$ cat config.mk
export PLATFORM = sky130hd
export DESIGN_NAME = dual_queue_shared_ring_unit
export DESIGN_NICKNAME = d
export VERILOG_FILES = /design/src/sv/drq_pkg.sv /design/src/sv/dual_queue_shared_ring_unit.sv /design/src/sv/drq_ram.sv /design/src/sv/drq_ctrl.sv
export SDC_FILE = /design/constraint.sdc
export NUM_CORES = 1
export LEC_CHECK = 0
export BUFFER_PORTS_ARGS = -buffer_cell sky130_fd_sc_hd__buf_4
export CAP_MARGIN = 5
export CORE_MARGIN = 10
export CORE_UTILIZATION = 54
export CTS_BUF_LIST = sky130_fd_sc_hd__clkbuf_4
export DETAILED_ROUTE_END_ITERATION = 8
export GPL_TIMING_DRIVEN = 1
export PLACE_DENSITY = 0.73
export RECOVER_POWER = 100
export SETUP_SLACK_MARGIN = 0.05
export SLEW_MARGIN = 40
export SYNTH_ARGS = -nofsm -noshare
export SYNTH_HDL_FRONTEND = slang
export SYNTH_HIERARCHICAL = 1
export SYNTH_SLANG_ARGS = --single-unit
$ cat constraint.sdc
create_clock -name clk -period 5.2 [get_ports clk]
set_input_delay 0 -clock clk [delete_from_list [all_inputs] [get_ports clk]]
set_output_delay 0 -clock clk [all_outputs]
set_load 0.02 [all_outputs]
$ cat src/sv/drq_pkg.sv
// drq_pkg: shared types and codes for the dual queue shared ring unit
// no dependencies; imported by drq_ctrl and dual_queue_shared_ring_unit

package drq_pkg;

    // command codes carried in the input tuser
    localparam logic CMD_ENQ = 1'b0;
    localparam logic CMD_DEQ = 1'b1;

    // result status codes
    localparam logic [1:0] STAT_OK    = 2'd0;
    localparam logic [1:0] STAT_FULL  = 2'd1;
    localparam logic [1:0] STAT_EMPTY = 2'd2;

    localparam int DATA_OUT_W = 32;

    typedef enum logic [2:0] {
        ST_IDLE,
        ST_EVAL,
        ST_SHIFT,
        ST_WRITE,
        ST_RDWAIT,
        ST_RESULT
    } drq_state_t;

    typedef struct packed {
        logic [1:0]            status;
        logic [DATA_OUT_W-1:0] data;
    } drq_res_t;

endpackage

$ cat src/sv/dual_queue_shared_ring_unit.sv
// dual_queue_shared_ring_unit: top level, two fifo queues in one ring buffer
// depends on drq_pkg, drq_ram, drq_ctrl

// Two FIFO queues share one ring of DEPTH slots of DATA_WIDTH bits. Each
// queue keeps an empty head slot just before its first element and a tail
// slot at its last one; after reset queue 0 sits at slot 0 and queue 1 at
// slot DEPTH/2. One input transaction is one command: tuser bit 0 selects
// enqueue (0) or dequeue (1), tuser bit 1 picks the queue, tdata carries the
// value to enqueue (its low DATA_WIDTH bits are stored). Each command gives
// exactly one output transaction: tuser is the status (0 ok, 1 full, 2 empty)
// and tdata is the dequeued value on a good dequeue, zero otherwise. When an
// enqueue runs into the head of the other queue, the other queue is moved one
// slot forward element by element through the single ram port pair, so the
// block takes one command at a time. An enqueue that moves the other queue
// does one ram read-write per element of that queue, which holds fewer than
// DEPTH elements.
// The result waits in an output register, so a stalled consumer only delays
// the sequencer's final hand-off. The ring needs no clearing after reset.

module dual_queue_shared_ring_unit
    import drq_pkg::*;
#(
    parameter int DEPTH      = 16,
    parameter int DATA_WIDTH = 32
) (
    input  logic        clk,
    input  logic        rst_n,
    input  logic        s_axis_tvalid,
    output logic        s_axis_tready,
    input  logic [31:0] s_axis_tdata,   // data_in
    input  logic [1:0]  s_axis_tuser,   // cmd, queue_sel
    output logic        m_axis_tvalid,
    input  logic        m_axis_tready,
    output logic [31:0] m_axis_tdata,   // data_out
    output logic [1:0]  m_axis_tuser    // status
);

    localparam int AW = $clog2(DEPTH);

    // ring ram port
    logic                  ram_we;
    logic [AW-1:0]         ram_waddr;
    logic [DATA_WIDTH-1:0] ram_wdata;
    logic [AW-1:0]         ram_raddr;
    logic [DATA_WIDTH-1:0] ram_rdata;

    // sequencer result hand-off
    logic     res_valid;
    logic     res_ready;
    drq_res_t res;

    // output register
    logic        m_valid_reg, m_valid_next;
    logic [1:0]  m_status_reg, m_status_next;
    logic [31:0] m_data_reg, m_data_next;
    logic        res_load;

    drq_ram #(
        .DEPTH (DEPTH),
        .WIDTH (DATA_WIDTH)
    ) u_ram (
        .clk   (clk),
        .we    (ram_we),
        .waddr (ram_waddr),
        .wdata (ram_wdata),
        .raddr (ram_raddr),
        .rdata (ram_rdata)
    );

    drq_ctrl #(
        .DEPTH      (DEPTH),
        .DATA_WIDTH (DATA_WIDTH)
    ) u_ctrl (
        .clk       (clk),
        .rst_n     (rst_n),
        .in_valid  (s_axis_tvalid),
        .in_ready  (s_axis_tready),
        .in_cmd    (s_axis_tuser[0]),
        .in_sel    (s_axis_tuser[1]),
        .in_data   (s_axis_tdata),
        .res_valid (res_valid),
        .res_ready (res_ready),
        .res       (res),
        .ram_we    (ram_we),
        .ram_waddr (ram_waddr),
        .ram_wdata (ram_wdata),
        .ram_raddr (ram_raddr),
        .ram_rdata (ram_rdata)
    );

    // output slot is free when empty or being drained this cycle
    assign res_ready = !m_valid_reg || m_axis_tready;
    assign res_load  = res_valid && res_ready;

    always_comb
    begin
        m_valid_next  = m_valid_reg;
        m_status_next = m_status_reg;
        m_data_next   = m_data_reg;
        if (res_load)
        begin
            m_valid_next  = 1'b1;
            m_status_next = res.status;
            m_data_next   = res.data;
        end
        else if (m_axis_tready)
        begin
            m_valid_next = 1'b0;
        end
    end

    always_ff @(posedge clk or negedge rst_n)
    begin
        if (!rst_n)
        begin
            m_valid_reg <= 1'b0;
        end
        else
        begin
            m_valid_reg <= m_valid_next;
        end
    end

    always_ff @(posedge clk)
    begin
        m_status_reg <= m_status_next;
        m_data_reg   <= m_data_next;
    end

    assign m_axis_tvalid = m_valid_reg;
    assign m_axis_tuser  = m_status_reg;
    assign m_axis_tdata  = m_data_reg;

`ifndef SYNTHESIS
    // one command at a time: no accept right after an accept
    a_single_cmd: assert property (@(posedge clk) disable iff (!rst_n)
        s_axis_tvalid && s_axis_tready |=> !s_axis_tready)
        else $error("command accepted while previous one in progress");

    // a result handed off by the sequencer shows up on the output next cycle
    a_result_load: assert property (@(posedge clk) disable iff (!rst_n)
        res_load |=> m_axis_tvalid && m_axis_tdata == $past(res.data)
            && m_axis_tuser == $past(res.status))
        else $error("result not registered on output");

    // status is always a defined code
    a_status_code: assert property (@(posedge clk) disable iff (!rst_n)
        m_axis_tvalid |-> (m_axis_tuser == STAT_OK || m_axis_tuser == STAT_FULL
            || m_axis_tuser == STAT_EMPTY))
        else $error("undefined status code");

    // refused commands carry zero data
    a_refused_zero: assert property (@(posedge clk) disable iff (!rst_n)
        m_axis_tvalid && m_axis_tuser != STAT_OK |-> m_axis_tdata == '0)
        else $error("refused command returned nonzero data");
`endif

endmodule

$ cat src/sv/drq_ram.sv
// drq_ram: ring buffer storage, one write port and one registered read port
// no dependencies

module drq_ram #(
    parameter int DEPTH = 16,
    parameter int WIDTH = 32,
    localparam int AW = $clog2(DEPTH)
) (
    input  logic             clk,
    input  logic             we,
    input  logic [AW-1:0]    waddr,
    input  logic [WIDTH-1:0] wdata,
    input  logic [AW-1:0]    raddr,
    output logic [WIDTH-1:0] rdata
);

    logic [WIDTH-1:0] mem [DEPTH];

    always_ff @(posedge clk)
    begin
        if (we)
        begin
            mem[waddr] <= wdata;
        end
    end

    always_ff @(posedge clk)
    begin
        rdata <= mem[raddr];
    end

endmodule

$ cat src/sv/drq_ctrl.sv
// drq_ctrl: sequencer and slot pointers for the two queues; drives the ring ram
// depends on drq_pkg

module drq_ctrl
    import drq_pkg::*;
#(
    parameter int DEPTH      = 16,
    parameter int DATA_WIDTH = 32,
    localparam int AW = $clog2(DEPTH)
) (
    input  logic                  clk,
    input  logic                  rst_n,
    input  logic                  in_valid,
    output logic                  in_ready,
    input  logic                  in_cmd,
    input  logic                  in_sel,
    input  logic [DATA_OUT_W-1:0] in_data,
    output logic                  res_valid,
    input  logic                  res_ready,
    output drq_res_t              res,
    output logic                  ram_we,
    output logic [AW-1:0]         ram_waddr,
    output logic [DATA_WIDTH-1:0] ram_wdata,
    output logic [AW-1:0]         ram_raddr,
    input  logic [DATA_WIDTH-1:0] ram_rdata
);

    localparam logic [AW-1:0] LAST = AW'(DEPTH - 1);
    localparam logic [AW-1:0] HALF = AW'(DEPTH / 2);

    function automatic logic [AW-1:0] slot_next(input logic [AW-1:0] p);
        return (p == LAST) ? '0 : p + AW'(1);
    endfunction

    function automatic logic [AW-1:0] slot_prev(input logic [AW-1:0] p);
        return (p == '0) ? LAST : p - AW'(1);
    endfunction

    drq_state_t state_reg, state_next;

    logic                  cmd_reg,  cmd_next;
    logic                  sel_reg,  sel_next;
    logic [DATA_OUT_W-1:0] din_reg,  din_next;
    logic [AW-1:0]         head_reg [2];
    logic [AW-1:0]         head_next [2];
    logic [AW-1:0]         tail_reg [2];
    logic [AW-1:0]         tail_next [2];
    logic [AW-1:0]         j_reg,    j_next;
    logic                  pend_reg, pend_next;
    logic [AW-1:0]         wa_reg,   wa_next;
    logic [1:0]            status_reg, status_next;
    logic [DATA_OUT_W-1:0] dout_reg, dout_next;

    logic          oth;
    logic [AW-1:0] hq, tq, ho, to;
    logic          tail_meets;
    logic          oth_stuck;
    logic          q_empty;
    logic          walk_done;

    assign oth        = ~sel_reg;
    assign hq         = head_reg[sel_reg];
    assign tq         = tail_reg[sel_reg];
    assign ho         = head_reg[oth];
    assign to         = tail_reg[oth];
    assign tail_meets = (tq == ho);
    assign oth_stuck  = (to == hq);
    assign q_empty    = (tq == hq);
    assign walk_done  = (j_reg == ho);

    // next state
    always_comb
    begin
        state_next = state_reg;
        unique case (state_reg)
            ST_IDLE:
            begin
                if (in_valid)
                begin
                    state_next = ST_EVAL;
                end
            end
            ST_EVAL:
            begin
                if (cmd_reg == CMD_ENQ)
                begin
                    if (!tail_meets)
                    begin
                        state_next = ST_WRITE;
                    end
                    else if (oth_stuck)
                    begin
                        state_next = ST_RESULT;
                    end
                    else
                    begin
                        state_next = ST_SHIFT;
                    end
                end
                else
                begin
                    state_next = q_empty ? ST_RESULT : ST_RDWAIT;
                end
            end
            ST_SHIFT:
            begin
                if (walk_done)
                begin
                    state_next = ST_WRITE;
                end
            end
            ST_WRITE:  state_next = ST_RESULT;
            ST_RDWAIT: state_next = ST_RESULT;
            ST_RESULT:
            begin
                if (res_ready)
                begin
                    state_next = ST_IDLE;
                end
            end
            default:   state_next = ST_IDLE;
        endcase
    end

    // outputs and datapath
    always_comb
    begin
        cmd_next    = cmd_reg;
        sel_next    = sel_reg;
        din_next    = din_reg;
        head_next   = head_reg;
        tail_next   = tail_reg;
        j_next      = j_reg;
        pend_next   = 1'b0;
        wa_next     = wa_reg;
        status_next = status_reg;
        dout_next   = dout_reg;
        in_ready    = 1'b0;
        res_valid   = 1'b0;
        // pending shift write lands in the cycle after its read
        ram_we      = pend_reg;
        ram_waddr   = wa_reg;
        ram_wdata   = ram_rdata;
        ram_raddr   = j_reg;
        unique case (state_reg)
            ST_IDLE:
            begin
                in_ready = 1'b1;
                if (in_valid)
                begin
                    cmd_next = in_cmd;
                    sel_next = in_sel;
                    din_next = in_data;
                end
            end
            ST_EVAL:
            begin
                status_next = STAT_OK;
                dout_next   = '0;
                if (cmd_reg == CMD_ENQ)
                begin
                    if (tail_meets && oth_stuck)
                    begin
                        status_next = STAT_FULL;
                    end
                    else if (tail_meets)
                    begin
                        j_next = to;
                    end
                end
                else if (q_empty)
                begin
                    status_next = STAT_EMPTY;
                end
                else
                begin
                    ram_raddr          = slot_next(hq);
                    head_next[sel_reg] = slot_next(hq);
                end
            end
            ST_SHIFT:
            begin
                if (!walk_done)
                begin
                    ram_raddr = j_reg;
                    pend_next = 1'b1;
                    wa_next   = slot_next(j_reg);
                    j_next    = slot_prev(j_reg);
                end
                else
                begin
                    head_next[oth] = slot_next(ho);
                    tail_next[oth] = slot_next(to);
                end
            end
            ST_WRITE:
            begin
                tail_next[sel_reg] = slot_next(tq);
                ram_we             = 1'b1;
                ram_waddr          = slot_next(tq);
                ram_wdata          = DATA_WIDTH'(din_reg);
            end
            ST_RDWAIT:
            begin
                dout_next = DATA_OUT_W'(ram_rdata);
            end
            ST_RESULT:
            begin
                res_valid = 1'b1;
            end
            default:
            begin
                in_ready = 1'b0;
            end
        endcase
    end

    assign res.status = status_reg;
    assign res.data   = dout_reg;

    always_ff @(posedge clk or negedge rst_n)
    begin
        if (!rst_n)
        begin
            state_reg   <= ST_IDLE;
            head_reg[0] <= '0;
            head_reg[1] <= HALF;
            tail_reg[0] <= '0;
            tail_reg[1] <= HALF;
            pend_reg    <= 1'b0;
        end
        else
        begin
            state_reg <= state_next;
            head_reg  <= head_next;
            tail_reg  <= tail_next;
            pend_reg  <= pend_next;
        end
    end

    always_ff @(posedge clk)
    begin
        cmd_reg    <= cmd_next;
        sel_reg    <= sel_next;
        din_reg    <= din_next;
        j_reg      <= j_next;
        wa_reg     <= wa_next;
        status_reg <= status_next;
        dout_reg   <= dout_next;
    end

endmodule

==> metrics.md <==
| Metric | Value |
|---|---|
| Synth Instances | `1368` |
| Max-slew violation count | `176` |
| PortBufs | `73` |
| Clock latency on the worst-skew pair | `0.89 ns` |
| Sequential power share | `0.560` |
| Outcome | `finished, violations left` |
| Final Net Count | `1678` |
| Slew margin rel. | `-1.06` |
| Total power | `0.0115 W` |
| DPL Wire Length | `30.9 mm` |
| Largest net degree at the start of global routing | `50` |
| Drt initial violations | `1231` |
| Proportion of layout cells with a drive suffix above 1 | `0.282` |
| NetSw | `0.00270 W` |
| Switch share | `0.235` |
| Hold WC Path Type | `in2reg` |
| Final critical-path required period | `4.33 ns` |
| Critical path fanouts, max | `20` |
| Fmax achieved | `231 MHz` |
| Commonest cells in the synthesized netlist | `edfxtp_1 (622), nand2_1 (151), mux4_2 (128), a22oi_1 (64), clkbuf_1 (42)` |
| Post-synthesis sequential area ratio | `0.763` |
| Max VDD drop | `190 µV` |
| Comb pwr share | `0.065` |
| Critical path arrival | `4.78 ns` |
| GP Congestion | `0.811` |
| Critical path data required time | `5.65 ns` |
| CTS tree | `built` |
| Worst-margin pin slew | `3.09 ns` |
| Inserted Clock Buffers | `162` |
| Chip height | `239 µm` |
| Largest register by flop count | `u_ram/mem` |
| Final hold viol count | `0` |
| Mapped Area | `26000 µm²` |
| First-pass DRT Iterations | `5` |
| DRT antenna net count | `0` |
| Core footprint | `47600 µm²` |
| Die width | `239 µm` |
| Clk sinks | `675` |
| Max_cap viols | `5` |
| H-tree depth | `4` |
| First-pass GRT wire length | `85.2 mm` |
| Cell variety after synth | `62` |
| Detailed-route vias per instance | `5.83` |
| Post-synthesis net count | `1413` |
| Initial core utilization | `0.546` |
| CTS Buffer Depth | `3` |
| Via count | `13920` |
| Die area | `57300 µm²` |
| Violated checks | `max-capacitance violations, max-slew violations` |
| Unrepaired setup endpoints after global routing | `no` |
| Ys flop type | `edfxtp_1` |
| Skew final | `0.0770 ns` |
| Residual DRC | `0` |
| Max reg flops | `512` |
| Vias in the first global route | `14563` |
| Yosys top cell by area | `edfxtp_1` |
| Synth top area share | `0.718` |
| Clock transition at path regs | `0.06 ns` |
| Setup_tns | `0 ns` |
| Most common cell in the synthesized netlist | `edfxtp_1` |
| Critical Path End Type | `flip-flop` |
| # IOs | `74` |
| Grt total ovfl | `0` |
| Register bit count reported by yosys | `675` |
| Setup CP Type | `reg2reg` |
| Initial antenna violation count | `1` |
| Synth area leaders | `edfxtp_1 (72%), mux4_2 (11%), dfxtp_1 (2.5%), nand2_1 (2.2%), a22oi_1 (1.8%)` |
| Final setup viols | `0` |
| Root buffer cell | `clkbuf_4` |
| Detailed Route WL | `55.1 mm` |
| Total GRT Usage | `0.198` |
| Clk pwr share | `0.376` |
| DR WL/cell | `23.1 µm` |
| Worst Setup Start Kind | `flip-flop` |
| Leak | `8.51 nW` |
| Filler cell count | `3322` |
| Site Rows | `80` |
| PwrDens | `380 nW/µm²` |
| Avg Cell Area, Syn | `19.0 µm²` |
| EDFF count, synth | `622` |
| Asr flop ratio synth | `0.0311` |
| Ys Warns | `6` |
| Area grow syn2layout | `16.2%` |
| Int Pwr | `0.00879 W` |
| Final period util | `0.833` |
==> cells by family (layout without fill, tap and decap cells) <==
group,Yosys count,count (layout),synth area share
compound gates,129,129,0.0371
xor+xnor,30,30,0.0101
fa+ha+maj,7,7,0.00337
buf+inv,97,500,0.0162
flops,675,675,0.763
mux,146,146,0.119
other cells,0,2,0
simple gates,284,284,0.0514
==> what timing repair did <==
action | CTS | global route
setup endpoints to repair | 0 | 0
gates resized for setup | 0 | 0
buffers inserted | 0 | 0
hold buffers | 73 | 1
endpoints found under the hold margin | 126 | 19
==> power groups by stage <==
stage / registers (W) / clock network (W) / logic, W
after floorplan: 0.00664 / 0 / 0.000294
after global placement: 0.00652 / 0 / 0.000824
after detailed placement: 0.00653 / 0 / 0.000846
after CTS: 0.00641 / 0.00443 / 0.000890
after global routing: 0.00646 / 0.00473 / 0.000817
final: 0.00643 / 0.00431 / 0.000744
==> cells in the final DEF, fill, tap and decap left out, types with 5 or more instances in the layout <==
cell,n
nand4_1,6
ha_1,7
clkbuf_4,286
dfrtp_1,19
clkbuf_2,8
nand2_1,151
and2_1,10
inv_1,15
nand2b_1,7
edfxtp_1,622
and2_0,27
mux4_2,128
dlygate4sd3_1,73
a21oi_1,13
buf_12,10
nor4_1,5
clkinvlp_4,7
xor2_1,11
a22oi_1,64
buf_4,11
clkinv_1,35
o31ai_1,5
nor3_1,12
mux2_2,9
nor2_1,19
a41oi_1,5
clkbuf_1,44
nor2_4,13
dfxtp_1,32
nand3_1,9
xnor2_1,19
a31oi_1,7
==> final timing paths <==
path	from	to	slack (ns)	depth (start not counted)
min	s_axis_tvalid	u_ctrl/state_reg[0]$_DFFE_PN0P_	0.23	5
max reg2reg	u_ctrl/sel_reg$_DFFE_PP_	u_ram/mem[4][9]$_DFFE_PP_	0.87	9
min reg2reg	u_ctrl/dout_reg[24]$_SDFFCE_PN0P_	m_axis_tdata[24]$_DFFE_PP_	0.38	0
min in group asynchronous	rst_n	u_ctrl/tail_reg[1]$_DFFE_PN0P_	0.55	4
max in group asynchronous	rst_n	u_ctrl/head_reg[6]$_DFFE_PN0P_	3.84	4
max	u_ctrl/sel_reg$_DFFE_PP_	u_ram/mem[4][9]$_DFFE_PP_	0.87	9
==> critical path, cell delays in order, from the launching register on <==
cell and delay [ns]:
edfxtp_1 0.83, mux2_1 0.28, ha_1 0.17, inv_1 0.09
a31o_2 0.21, a211oi_1 0.39, nor2_1 0.17, nand3b_1 0.40
nor3_1 0.39, clkbuf_1 0.99
==> cell type report <==
type,instances,area (µm²),area share
tap,615,769,0.0255
sequential,675,19800,0.657
clock buffer,251,1880,0.0624
antenna,2,5.00,0.000166
multi-input combinational,596,5840,0.193
clock inverter,51,274,0.00907
inverter,15,56.3,0.00186
timing repair buffer,183,1540,0.0508
==> stage by stage <==
step,hold slack [ns],worst slack [ns],utilization,area (µm²),cells
6_report,0.232,0.869,0.634,30200,2388
5_1_grt,0.308,0.587,0.634,30200,2387
4_1_cts,0.171,1.23,0.640,30500,2385
3_5_place_dp,-0.0852,1.28,0.580,27600,2010
3_3_place_gp,-0.0889,1.37,0.578,27500,2007
2_1_floorplan,-0.296,0.461,-,26000,1368
==> metal layers <==
metal  GRT usage  vias up  wire, µm
li1            -     6119         -
met1       0.260     7109     22700
met2       0.314      598     27000
met3      0.0474       94      3980
met4      0.0805        0      1370
met5           0        -         0
(Power assumes the default switching activity.)
